`src/rtl/core/vpfn_pkg.sv`:
```
`timescale 1ns / 1ps
// ---------------------------------------------------------------------------
// vpfn_pkg
// Types, codes and constants shared by the point fit normalizer modules.
// ---------------------------------------------------------------------------
package vpfn_pkg;

    localparam int FRAC_BITS = 16;
    localparam int MAP_SHIFT = 24 - FRAC_BITS;
    localparam int OFF_SHIFT = MAP_SHIFT + 1;
    localparam int DIV_LAST  = 46;

    localparam logic signed [63:0] ONE_FIX  = 64'sd1 <<< FRAC_BITS;
    localparam logic signed [63:0] SAT_LIM  = 64'sd1099511627776;
    localparam logic signed [63:0] POS_MAX  = 64'sd2147483647;
    localparam logic signed [63:0] NEG_MIN  = -64'sd2147483648;
    localparam logic [15:0]        COEFF_97 = 16'd63570;
    localparam logic [56:0]        ROUND_HALF = 57'd32768;

    localparam logic [1:0] CMD_CLEAR     = 2'd0;
    localparam logic [1:0] CMD_MEASURE   = 2'd1;
    localparam logic [1:0] CMD_TRANSFORM = 2'd2;

    localparam logic [1:0] ST_ACK   = 2'd0;
    localparam logic [1:0] ST_POINT = 2'd1;
    localparam logic [1:0] ST_DEGEN = 2'd2;

    localparam logic [1:0] MODE_PLAIN = 2'd0;
    localparam logic [1:0] MODE_MAX   = 2'd1;
    localparam logic [1:0] MODE_FRAME = 2'd2;
    localparam logic [1:0] MODE_DEV   = 2'd3;

    localparam logic [2:0] REG_FIT_MODE   = 3'd0;
    localparam logic [2:0] REG_IMG_WIDTH  = 3'd1;
    localparam logic [2:0] REG_IMG_HEIGHT = 3'd2;
    localparam logic [2:0] REG_USE_FIXED  = 3'd3;
    localparam logic [2:0] REG_FIX_MIN_X  = 3'd4;
    localparam logic [2:0] REG_FIX_MAX_X  = 3'd5;
    localparam logic [2:0] REG_FIX_MIN_Y  = 3'd6;
    localparam logic [2:0] REG_FIX_MAX_Y  = 3'd7;

    typedef enum logic [3:0] {
        S_IDLE,
        S_PICK,
        S_DIV,
        S_OFF_LOAD,
        S_MUL_HI,
        S_MUL_LO,
        S_MUL_SUM,
        S_OFF_FIN,
        S_AX_LOAD,
        S_AX_FIN,
        S_AX_SCL,
        S_OUT
    } state_t;

    typedef enum logic [3:0] {
        OP_NONE,
        OP_ACCEPT,
        OP_PICK,
        OP_DIV_STEP,
        OP_OFF_LOAD,
        OP_MUL_HI,
        OP_MUL_LO,
        OP_MUL_SUM,
        OP_OFF_FIN,
        OP_AX_LOAD,
        OP_AX_FIN,
        OP_AX_SCL,
        OP_LOAD_OUT
    } dp_op_t;

    typedef struct packed {
        dp_op_t op;
        logic   axis_y;
    } dp_cmd_t;

    typedef struct packed {
        logic pick_fail;
        logic div_done;
        logic dev_mode;
        logic fit_ready;
    } dp_status_t;

    function automatic logic signed [31:0] sat32(input logic signed [63:0] v);
        logic signed [31:0] r;
        if (v > POS_MAX)
            r = 32'sh7FFFFFFF;
        else if (v < NEG_MIN)
            r = -32'sh80000000;
        else
            r = v[31:0];
        return r;
    endfunction

endpackage

```
`src/rtl/core/vpfn_ctrl.sv`:
```
`timescale 1ns / 1ps
// ---------------------------------------------------------------------------
// vpfn_ctrl
// Sequencer for accept, settle, per-axis mapping and result hand-off.
// ---------------------------------------------------------------------------
module vpfn_ctrl
    import vpfn_pkg::*;
(
    input  logic       clk,
    input  logic       rst_n,
    input  logic       in_valid,
    input  logic [1:0] in_command,
    output logic       in_ready,
    output logic       out_valid,
    input  logic       out_ready,
    output dp_cmd_t    cmd,
    input  dp_status_t sts
);

    state_t state_reg, state_next;
    logic   axis_reg, axis_next;
    logic   tgt_off_reg, tgt_off_next;
    logic   out_valid_reg, out_valid_next;
    logic   out_free;

    assign out_free = !out_valid_reg || out_ready;

    always_comb
    begin
        state_next   = state_reg;
        axis_next    = axis_reg;
        tgt_off_next = tgt_off_reg;
        case (state_reg)
            S_IDLE:
                if (in_valid)
                begin
                    axis_next = 1'b0;
                    if (in_command == CMD_TRANSFORM)
                        state_next = sts.fit_ready ? S_AX_LOAD : S_PICK;
                    else
                        state_next = S_OUT;
                end
            S_PICK:     state_next = sts.pick_fail ? S_OUT : S_DIV;
            S_DIV:      state_next = sts.div_done ? S_OFF_LOAD : S_DIV;
            S_OFF_LOAD:
            begin
                tgt_off_next = 1'b1;
                state_next   = S_MUL_HI;
            end
            S_MUL_HI:   state_next = S_MUL_LO;
            S_MUL_LO:   state_next = S_MUL_SUM;
            S_MUL_SUM:  state_next = tgt_off_reg ? S_OFF_FIN : S_AX_FIN;
            S_OFF_FIN:
            begin
                axis_next  = 1'b0;
                state_next = S_AX_LOAD;
            end
            S_AX_LOAD:
            begin
                tgt_off_next = 1'b0;
                state_next   = sts.dev_mode ? S_AX_FIN : S_MUL_HI;
            end
            S_AX_FIN:   state_next = S_AX_SCL;
            S_AX_SCL:
            begin
                axis_next  = 1'b1;
                state_next = axis_reg ? S_OUT : S_AX_LOAD;
            end
            S_OUT:      state_next = out_free ? S_IDLE : S_OUT;
            default:    state_next = S_IDLE;
        endcase
    end

    always_comb
    begin
        cmd.axis_y = axis_reg;
        in_ready   = 1'b0;
        case (state_reg)
            S_IDLE:
            begin
                in_ready = 1'b1;
                cmd.op   = in_valid ? OP_ACCEPT : OP_NONE;
            end
            S_PICK:     cmd.op = OP_PICK;
            S_DIV:      cmd.op = OP_DIV_STEP;
            S_OFF_LOAD: cmd.op = OP_OFF_LOAD;
            S_MUL_HI:   cmd.op = OP_MUL_HI;
            S_MUL_LO:   cmd.op = OP_MUL_LO;
            S_MUL_SUM:  cmd.op = OP_MUL_SUM;
            S_OFF_FIN:  cmd.op = OP_OFF_FIN;
            S_AX_LOAD:  cmd.op = OP_AX_LOAD;
            S_AX_FIN:   cmd.op = OP_AX_FIN;
            S_AX_SCL:   cmd.op = OP_AX_SCL;
            S_OUT:      cmd.op = out_free ? OP_LOAD_OUT : OP_NONE;
            default:    cmd.op = OP_NONE;
        endcase
    end

    always_comb
    begin
        if (cmd.op == OP_LOAD_OUT)
            out_valid_next = 1'b1;
        else if (out_ready)
            out_valid_next = 1'b0;
        else
            out_valid_next = out_valid_reg;
    end

    always_ff @(posedge clk or negedge rst_n)
    begin
        if (!rst_n)
        begin
            state_reg     <= S_IDLE;
            axis_reg      <= 1'b0;
            tgt_off_reg   <= 1'b0;
            out_valid_reg <= 1'b0;
        end
        else
        begin
            state_reg     <= state_next;
            axis_reg      <= axis_next;
            tgt_off_reg   <= tgt_off_next;
            out_valid_reg <= out_valid_next;
        end
    end

    assign out_valid = out_valid_reg;

`ifndef NO_ASSERTIONS
    a_div_exit: assert property (@(posedge clk) disable iff (!rst_n)
        (state_reg == S_DIV && sts.div_done) |=> state_reg == S_OFF_LOAD)
        else $error("divider exit missed");

    a_load_free: assert property (@(posedge clk) disable iff (!rst_n)
        cmd.op == OP_LOAD_OUT |-> (!out_valid_reg || out_ready))
        else $error("result register overwritten");

    a_valid_rise: assert property (@(posedge clk) disable iff (!rst_n)
        $rose(out_valid_reg) |-> $past(cmd.op == OP_LOAD_OUT))
        else $error("result shown without load");

    a_settle_start: assert property (@(posedge clk) disable iff (!rst_n)
        (in_valid && in_ready && in_command == CMD_TRANSFORM && !sts.fit_ready)
        |=> state_reg == S_PICK)
        else $error("unsettled transform skipped settle");
`endif

endmodule

```
`config.mk`:
```
export PLATFORM = sky130hd
export DESIGN_NAME = vpfn_ctrl
export DESIGN_NICKNAME = d
export VERILOG_FILES = /design/src/rtl/core/vpfn_pkg.sv /design/src/rtl/core/vpfn_ctrl.sv
export SDC_FILE = /design/constraint.sdc
export NUM_CORES = 1
export LEC_CHECK = 0
export BUFFER_PORTS_ARGS = -buffer_cell sky130_fd_sc_hd__buf_2
export CAP_MARGIN = 20
export CORE_UTILIZATION = 40
export DETAILED_ROUTE_END_ITERATION = 8
export PLACE_DENSITY = 0.64
export RECOVER_POWER = 50
export SLEW_MARGIN = 20
export SYNTH_ARGS = -nofsm -noshare
export SYNTH_HDL_FRONTEND = slang
export SYNTH_SLANG_ARGS = --single-unit
```
`constraint.sdc`:
```
create_clock -name clk -period 1.9 [get_ports clk]
set_input_delay 0.095 -clock clk [delete_from_list [all_inputs] [get_ports clk]]
set_output_delay 0.095 -clock clk [all_outputs]
set_load 0.03 [all_outputs]
```
==> results of run 1 <==
## layout make-up
class / count / share of cell area [%]
Clock buffer: 3 / 3.34
Clock inverter: 1 / 0.742
Inverter: 4 / 2.23
Multi-Input combinational cell: 59 / 51.0
Sequential cell: 7 / 26.0
Tap cell: 15 / 2.78
Timing Repair Buffer: 18 / 13.9
## layout by cell type, fill, tap and decap left out
cell,n
sky130_fd_sc_hd__o22ai_1,1
sky130_fd_sc_hd__o21ai_1,3
sky130_fd_sc_hd__o32a_1,1
sky130_fd_sc_hd__buf_4,1
sky130_fd_sc_hd__a21o_1,1
sky130_fd_sc_hd__a21oi_1,7
sky130_fd_sc_hd__nand3_1,1
sky130_fd_sc_hd__nand2b_1,4
sky130_fd_sc_hd__nand2_1,5
sky130_fd_sc_hd__inv_1,4
sky130_fd_sc_hd__buf_2,13
sky130_fd_sc_hd__nor2_1,9
sky130_fd_sc_hd__o21a_1,1
sky130_fd_sc_hd__nor4_1,1
sky130_fd_sc_hd__o21ai_0,6
sky130_fd_sc_hd__o211a_1,1
sky130_fd_sc_hd__and2b_1,1
sky130_fd_sc_hd__or3_1,1
sky130_fd_sc_hd__and3_1,1
sky130_fd_sc_hd__dlygate4sd3_1,1
sky130_fd_sc_hd__a211oi_1,3
sky130_fd_sc_hd__nand3b_1,2
sky130_fd_sc_hd__a22oi_1,1
sky130_fd_sc_hd__dfrtp_1,7
sky130_fd_sc_hd__nor3b_1,1
sky130_fd_sc_hd__clkbuf_4,3
sky130_fd_sc_hd__nor4_2,1
sky130_fd_sc_hd__clkbuf_1,3
sky130_fd_sc_hd__clkinv_2,1
sky130_fd_sc_hd__nor2b_1,4
sky130_fd_sc_hd__a221oi_1,1
sky130_fd_sc_hd__and2b_2,1
sky130_fd_sc_hd__a31oi_1,1
## kinds of logic after synthesis
group	synth area share (%)
flip-flops	31.3
AO/OA/AOI/OAI	29.8
buffers and inverters	7.16
AND/OR/NAND/NOR	31.8
## worst paths after layout
check                                    end  slack (ps)
max in group asynchronous        tgt_off_reg        1320
worst min-delay path               out_valid         150
worst min register to register     out_valid         550
min in group asynchronous           axis_reg         260
worst max-delay path                  cmd[3]         170
worst max register to register  state_reg[0]         300
## power by group
group	internal (mW)	total, mW	switching [mW]
Combinational	0.308	0.778	0.470
Sequential	0.215	0.368	0.154
Clock	0.0773	0.144	0.0671
## through the flow
step           instance area, sq um  util, %  setup WS (ps)  hold slack (ps)
2_1_floorplan                   559        -            196             -201
5_1_grt                         674     51.8           10.6              174
3_5_place_dp                    641     49.2            312            -53.6
6_report                        674     51.8            167              149
3_3_place_gp                    641     49.2            300            -57.8
4_1_cts                         678     52.1            169              153
## cells in the mapped netlist
library cell               number
sky130_fd_sc_hd__o211a_1        1
sky130_fd_sc_hd__a21o_1         1
sky130_fd_sc_hd__nor4_2         1
sky130_fd_sc_hd__and2b_2        1
sky130_fd_sc_hd__buf_4          1
sky130_fd_sc_hd__nand3_1        1
sky130_fd_sc_hd__buf_2          2
sky130_fd_sc_hd__nor3b_1        1
sky130_fd_sc_hd__a31oi_1        1
sky130_fd_sc_hd__a221oi_1       1
sky130_fd_sc_hd__a22oi_1        1
sky130_fd_sc_hd__nand2b_1       4
sky130_fd_sc_hd__and3_1         1
sky130_fd_sc_hd__a21oi_1        7
sky130_fd_sc_hd__o32a_1         1
sky130_fd_sc_hd__dfrtp_1        7
sky130_fd_sc_hd__nor4_1         1
sky130_fd_sc_hd__nor2b_1        4
sky130_fd_sc_hd__a211oi_1       3
sky130_fd_sc_hd__o21ai_0        6
sky130_fd_sc_hd__nand2_1        5
sky130_fd_sc_hd__o22ai_1        1
sky130_fd_sc_hd__or3_1          1
sky130_fd_sc_hd__and2b_1        1
sky130_fd_sc_hd__nand3b_1       2
sky130_fd_sc_hd__inv_1          4
sky130_fd_sc_hd__nor2_1         9
sky130_fd_sc_hd__clkbuf_1       2
sky130_fd_sc_hd__o21a_1         1
sky130_fd_sc_hd__o21ai_1        3
## routing by layer
metal  track usage, %  vias to the layer above  share of wire, %
met3             6.82                        0               6.4
met5                0                        -                 0
met2             37.5                       25                47
met4             7.76                        0                 0
met1             28.7                      280                47
li1                 -                      299                 -
## worst max-delay path: cells and delay by family, from the launching register on
| kind | cells | cell delay (ps) |
|---|---|---|
| AO/OA/AOI/OAI | 2 | 380 |
| flip-flops | 1 | 590 |
| buffers and inverters | 1 | 180 |
| AND/OR/NAND/NOR | 1 | 220 |
==> impl_metrics.py, run 1 <==
metrics = {
    "final_layout": {
        "layout.filler_cells": 150,
        "antenna_cells_inserted": 0,
        "drive_above_1_share_pct": 21.7,
        "largest_register_ffs": 4,
        "register_area_sq_um": 175,
        "synthToLayoutAreaGrowth_pct": 20.6,
        "nets": 103,
        "stdcell_count": 107,
        "multiInputGateArea_sq_um": 344,
    },
    "route": {
        "post-route-drc-count": 0,
        "drt_iter0_drc": 25,
        "ant_nets": 0,
        "wire_per_inst_microns": 13.5,
        "via_per_inst": 5.64,
        "wl_mm": 1.44,
        "detailroute.via_count": 604,
        "dr.pass1.iters": 4,
    },
    "sta": {
        "fin_clk_skew_ps": 17.6,
        "grt_setup_unrepaired": "false",
        "worst-slew-pin-transition_ps": 489,
        "final_max_slew_viol_count": 0,
        "fmax_ghz": 0.577,
        "fin_crit_sh_pct": 91.2,
        "finalSetupTns_ps": 0,
        "worst_slew_margin_rel_pct": 67.4,
        "period_minus_slack_ps": 1730,
        "finalHoldViolCount": 0,
        "final-setup-viol-count": 0,
    },
    "placed_design": {
        "io_port_bufs": 16,
        "placed_instances": 102,
        "finalWeightedCongestion": 0.854,
        "post-dp-hpwl_mm": 1.05,
    },
    "min_path": {
        "min_path_cells": 3,
        "class_of_the_tightest_hold_or_removal_check": "primary input to flop",
        "worstHoldStart": "out_ready",
    },
    "clock_network": {
        "max_root_sink_buffers": 2,
        "postCtsSetupRepairBufs": 0,
        "tritoncts_buffer_count": 3,
        "cts.sink_count": 7,
        "holdBufCountCts": 1,
        "clkLatencyLatePin_ps": 270,
        "cts-resized-gates": 0,
        "tritoncts_clock_tree": "yes",
        "clk_transition_reported_paths_ps": 70,
        "ctsHtreeMaxLevel": 1,
        "cts_root_buffer": "sky130_fd_sc_hd__clkbuf_4",
    },
    "floorplan": {
        "die-height_microns": 39.4,
        "design.portCount": 17,
        "initial_core_util_pct": 43.0,
        "design.core.area_sq_um": 1300,
        "die-width_microns": 39.4,
        "row_count": 13,
        "design.die.area_sq_um": 1550,
    },
    "setup_path": {
        "worst-r2r-cell-count": 4,
        "crit_arrival_ps": 1640,
        "worstSetupPathType": "flop to output pin",
        "cp_startpoint_kind": "flop",
        "path_cells": "nand2_1 > a211oi_1 > a21o_1 > buf_2",
        "crit-reg2reg-launch": "state_reg[3]",
        "crit_path_end_kind": "output pin",
        "setup.worst_path.start": "state_reg[1]",
        "worst_path_largest_cell_delay_ps": 590,
        "worst-endpoint-required_ps": 1800,
        "critical_path_peak_fanout": 14,
        "cpMaxStageDelayCell": "sky130_fd_sc_hd__dfrtp_1",
    },
    "synth": {
        "avgSynthCellArea_sq_um": 7.46,
        "synth_top_area_share_pct": 31.3,
        "ys_warn_count": 0,
        "synthTopCellsByArea": "sky130_fd_sc_hd__dfrtp_1 31%, sky130_fd_sc_hd__a21oi_1 6.3%, sky130_fd_sc_hd__nor2_1 6.0%",
        "mappedNetlistNets": 85,
        "synth_area_leader_cell": "sky130_fd_sc_hd__dfrtp_1",
        "syn-cell-area_sq_um": 559,
        "yosysUniqueCellTypes": 30,
        "synth-seq-area-share_pct": 31.3,
        "syn-instance-count": 75,
        "ff_latch_count_synth": 7,
    },
    "global_routing": {
        "antenna_violations_before_repair": 0,
        "grt.total_usage_pct": 23.1,
        "wire_length_of_the_first_global_routing_pass_mm": 2.36,
        "grt_pass1_vias": 506,
        "gr-total-overflow": 0,
        "grt_max_degree": 17,
    },
    "flow_run": {
        "max_cap_viol_count": 0,
    },
    "outcome": {
        "run_status": "finished clean",
    },
    "pwr": {
        "post-layout-total-power_mw": 1.29,
        "vdd_ir_drop_max_mv": 0.913,
        "pleak_nw": 0.303,
        "power_per_cell_area_nw_per_um2": 1910,
    },
}
(Power assumes the default switching activity.)
==> run 2, diff against run 1 <==
Settings changed: CTS_BUF_LIST set to sky130_fd_sc_hd__clkbuf_8.
==> run 2 against run 1 <==
Effect of this change:
- fmax increased by 1.7%
- critical endpoint unchanged
- critical path type unchanged
- largest cell class unchanged
- die area stayed put
- via count decreased by 0.17%
==> impl_metrics.py, run 2 (synthesized netlist as in run 1, its figures left out) <==
metrics = {
    "setup_path": {
        "reg2reg_setup_slack_ps": 300,
        "worst_path_largest_cell_delay_ps": 590,
        "crit_path_end_kind": "output pin",
        "crit_arrival_ps": 1610,
        "crit-reg2reg-launch": "state_reg[3]",
        "worst-endpoint-required_ps": 1800,
        "worstSetupPathType": "flop to output pin",
        "cpMaxStageDelayCell": "sky130_fd_sc_hd__dfrtp_1",
        "worst-r2r-cell-count": 4,
        "timing.rr.end": "state_reg[0]",
        "path_cells": "nand2_1 > a211oi_1 > a21o_1 > buf_2",
        "critical_path_peak_fanout": 14,
        "cp_startpoint_kind": "flop",
    },
    "sta": {
        "finalHoldViolCount": 0,
        "period_minus_slack_ps": 1700,
        "worst_slew_margin_rel_pct": 67.4,
        "grt_setup_unrepaired": "false",
        "finalSetupTns_ps": 0,
        "worst-slew-pin-transition_ps": 489,
        "final_max_slew_viol_count": 0,
        "hold_slack_ps": 180,
        "fin_crit_sh_pct": 89.7,
        "final-setup-viol-count": 0,
        "fmax_ghz": 0.587,
        "fin_clk_skew_ps": 10.6,
        "postLayoutSetupSlackWorst_ps": 196,
    },
    "floorplan": {
        "row_count": 13,
        "initial_core_util_pct": 43.0,
        "die-width_microns": 39.4,
        "design.core.area_sq_um": 1300,
        "design.die.area_sq_um": 1550,
        "die-height_microns": 39.4,
        "design.portCount": 17,
    },
    "clock_network": {
        "tritoncts_clock_tree": "yes",
        "tritoncts_buffer_count": 3,
        "max_root_sink_buffers": 2,
        "cts-resized-gates": 0,
        "cts_root_buffer": "sky130_fd_sc_hd__clkbuf_8",
        "ctsHtreeMaxLevel": 1,
        "clkLatencyLatePin_ps": 240,
        "clk_transition_reported_paths_ps": 50,
        "cts.sink_count": 7,
    },
    "final_layout": {
        "layout_commonest_cell": "sky130_fd_sc_hd__buf_2",
        "mostFrequentLayoutCells": "13 x sky130_fd_sc_hd__buf_2, 9 x sky130_fd_sc_hd__nor2_1, 7 x sky130_fd_sc_hd__a21oi_1, 7 x sky130_fd_sc_hd__dfrtp_1, 6 x sky130_fd_sc_hd__o21ai_0",
        "drive_above_1_share_pct": 21.7,
        "stdcell_count": 107,
        "antenna_cells_inserted": 0,
        "nets": 103,
        "largest_register_ffs": 4,
        "synthToLayoutAreaGrowth_pct": 23.9,
        "layout.core_utilization_pct": 53.3,
    },
    "pwr": {
        "vdd_ir_drop_max_mv": 0.925,
        "power_per_cell_area_nw_per_um2": 1970,
        "pleak_nw": 0.310,
    },
    "min_path": {
        "hold-path-endpoint": "out_valid",
        "min_path_cells": 3,
        "worstHoldStart": "out_ready",
        "class_of_the_tightest_hold_or_removal_check": "primary input to flop",
    },
    "placed_design": {
        "post-place-ws_ps": 312,
        "post-dp-hpwl_mm": 1.05,
        "placed_instances": 102,
        "finalWeightedCongestion": 0.854,
        "io_port_bufs": 16,
    },
    "route": {
        "wire_per_inst_microns": 13.4,
        "via_per_inst": 5.64,
        "wl_mm": 1.43,
        "detailroute.via_count": 603,
        "ant_nets": 0,
        "dr.pass1.iters": 4,
        "drt_iter0_drc": 15,
        "post-route-drc-count": 0,
    },
    "global_routing": {
        "gr-total-overflow": 0,
        "wire_length_of_the_first_global_routing_pass_mm": 2.37,
        "grt_pass1_vias": 497,
        "antenna_violations_before_repair": 0,
        "grt.total_usage_pct": 23.7,
        "grt_max_degree": 17,
    },
    "outcome": {
        "run_status": "finished clean",
    },
    "flow_run": {
        "max_cap_viol_count": 0,
    },
}
==> run 2: cell counts in the layout (fill, tap and decap cells not counted) <==
Identical to the previous run, type by type.
==> run 2: worst max-delay path: cells and delay by family (launching register included) <==
family	cells	cell delay, ps
flip-flops	1	590
AO/OA/AOI/OAI	2	380
AND/OR/NAND/NOR	1	220
buffers and inverters	1	180
==> run 2: metal layers <==
layer  track usage (%)  routed length, microns
met1              29.0                     695
met4              12.9                      21
met5                 0                       0
met2              36.7                     642
met3              6.82                      69
==> run 2: where the power goes <==
group | internal [mW] | total (mW) | switching [mW]
registers | 0.215 | 0.370 | 0.155
logic | 0.308 | 0.775 | 0.468
clock network | 0.143 | 0.223 | 0.0799
total | 0.666 | 1.37 | 0.703
==> run 2: stage by stage <==
step / power [mW] / cell area [sq um]
final: 1.37 / 693
after CTS: 1.37 / 697
after global placement: 1.14 / 641
after floorplan: 0.964 / 559
after detailed placement: 1.14 / 641
after global routing: 1.49 / 693
==> run 2: worst max path at each step <==
stage                     slack [ps]           end    startpoint
after detailed placement         310  state_reg[0]  state_reg[3]
after CTS                        200        cmd[3]  state_reg[1]
after global placement           300  state_reg[0]  state_reg[3]
after global routing              50        cmd[3]  state_reg[1]
final                            200        cmd[3]  state_reg[1]
after floorplan                  200  state_reg[3]  state_reg[0]
==> run 2: what timing repair did <==
item                      in CTS  in global routing
hold endpoints to repair       7                  0
hold buffers                   1                  0
buffers inserted               0                  0
==> run 2: layout make-up <==
cell class	instances	area [sq um]
Fill cell	149	608
Multi-Input combinational cell	59	344
Sequential cell	7	175
Timing Repair Buffer	18	93.8
Clock buffer	3	41.3
Tap cell	15	18.8
Inverter	4	15.0
Clock inverter	1	5.00
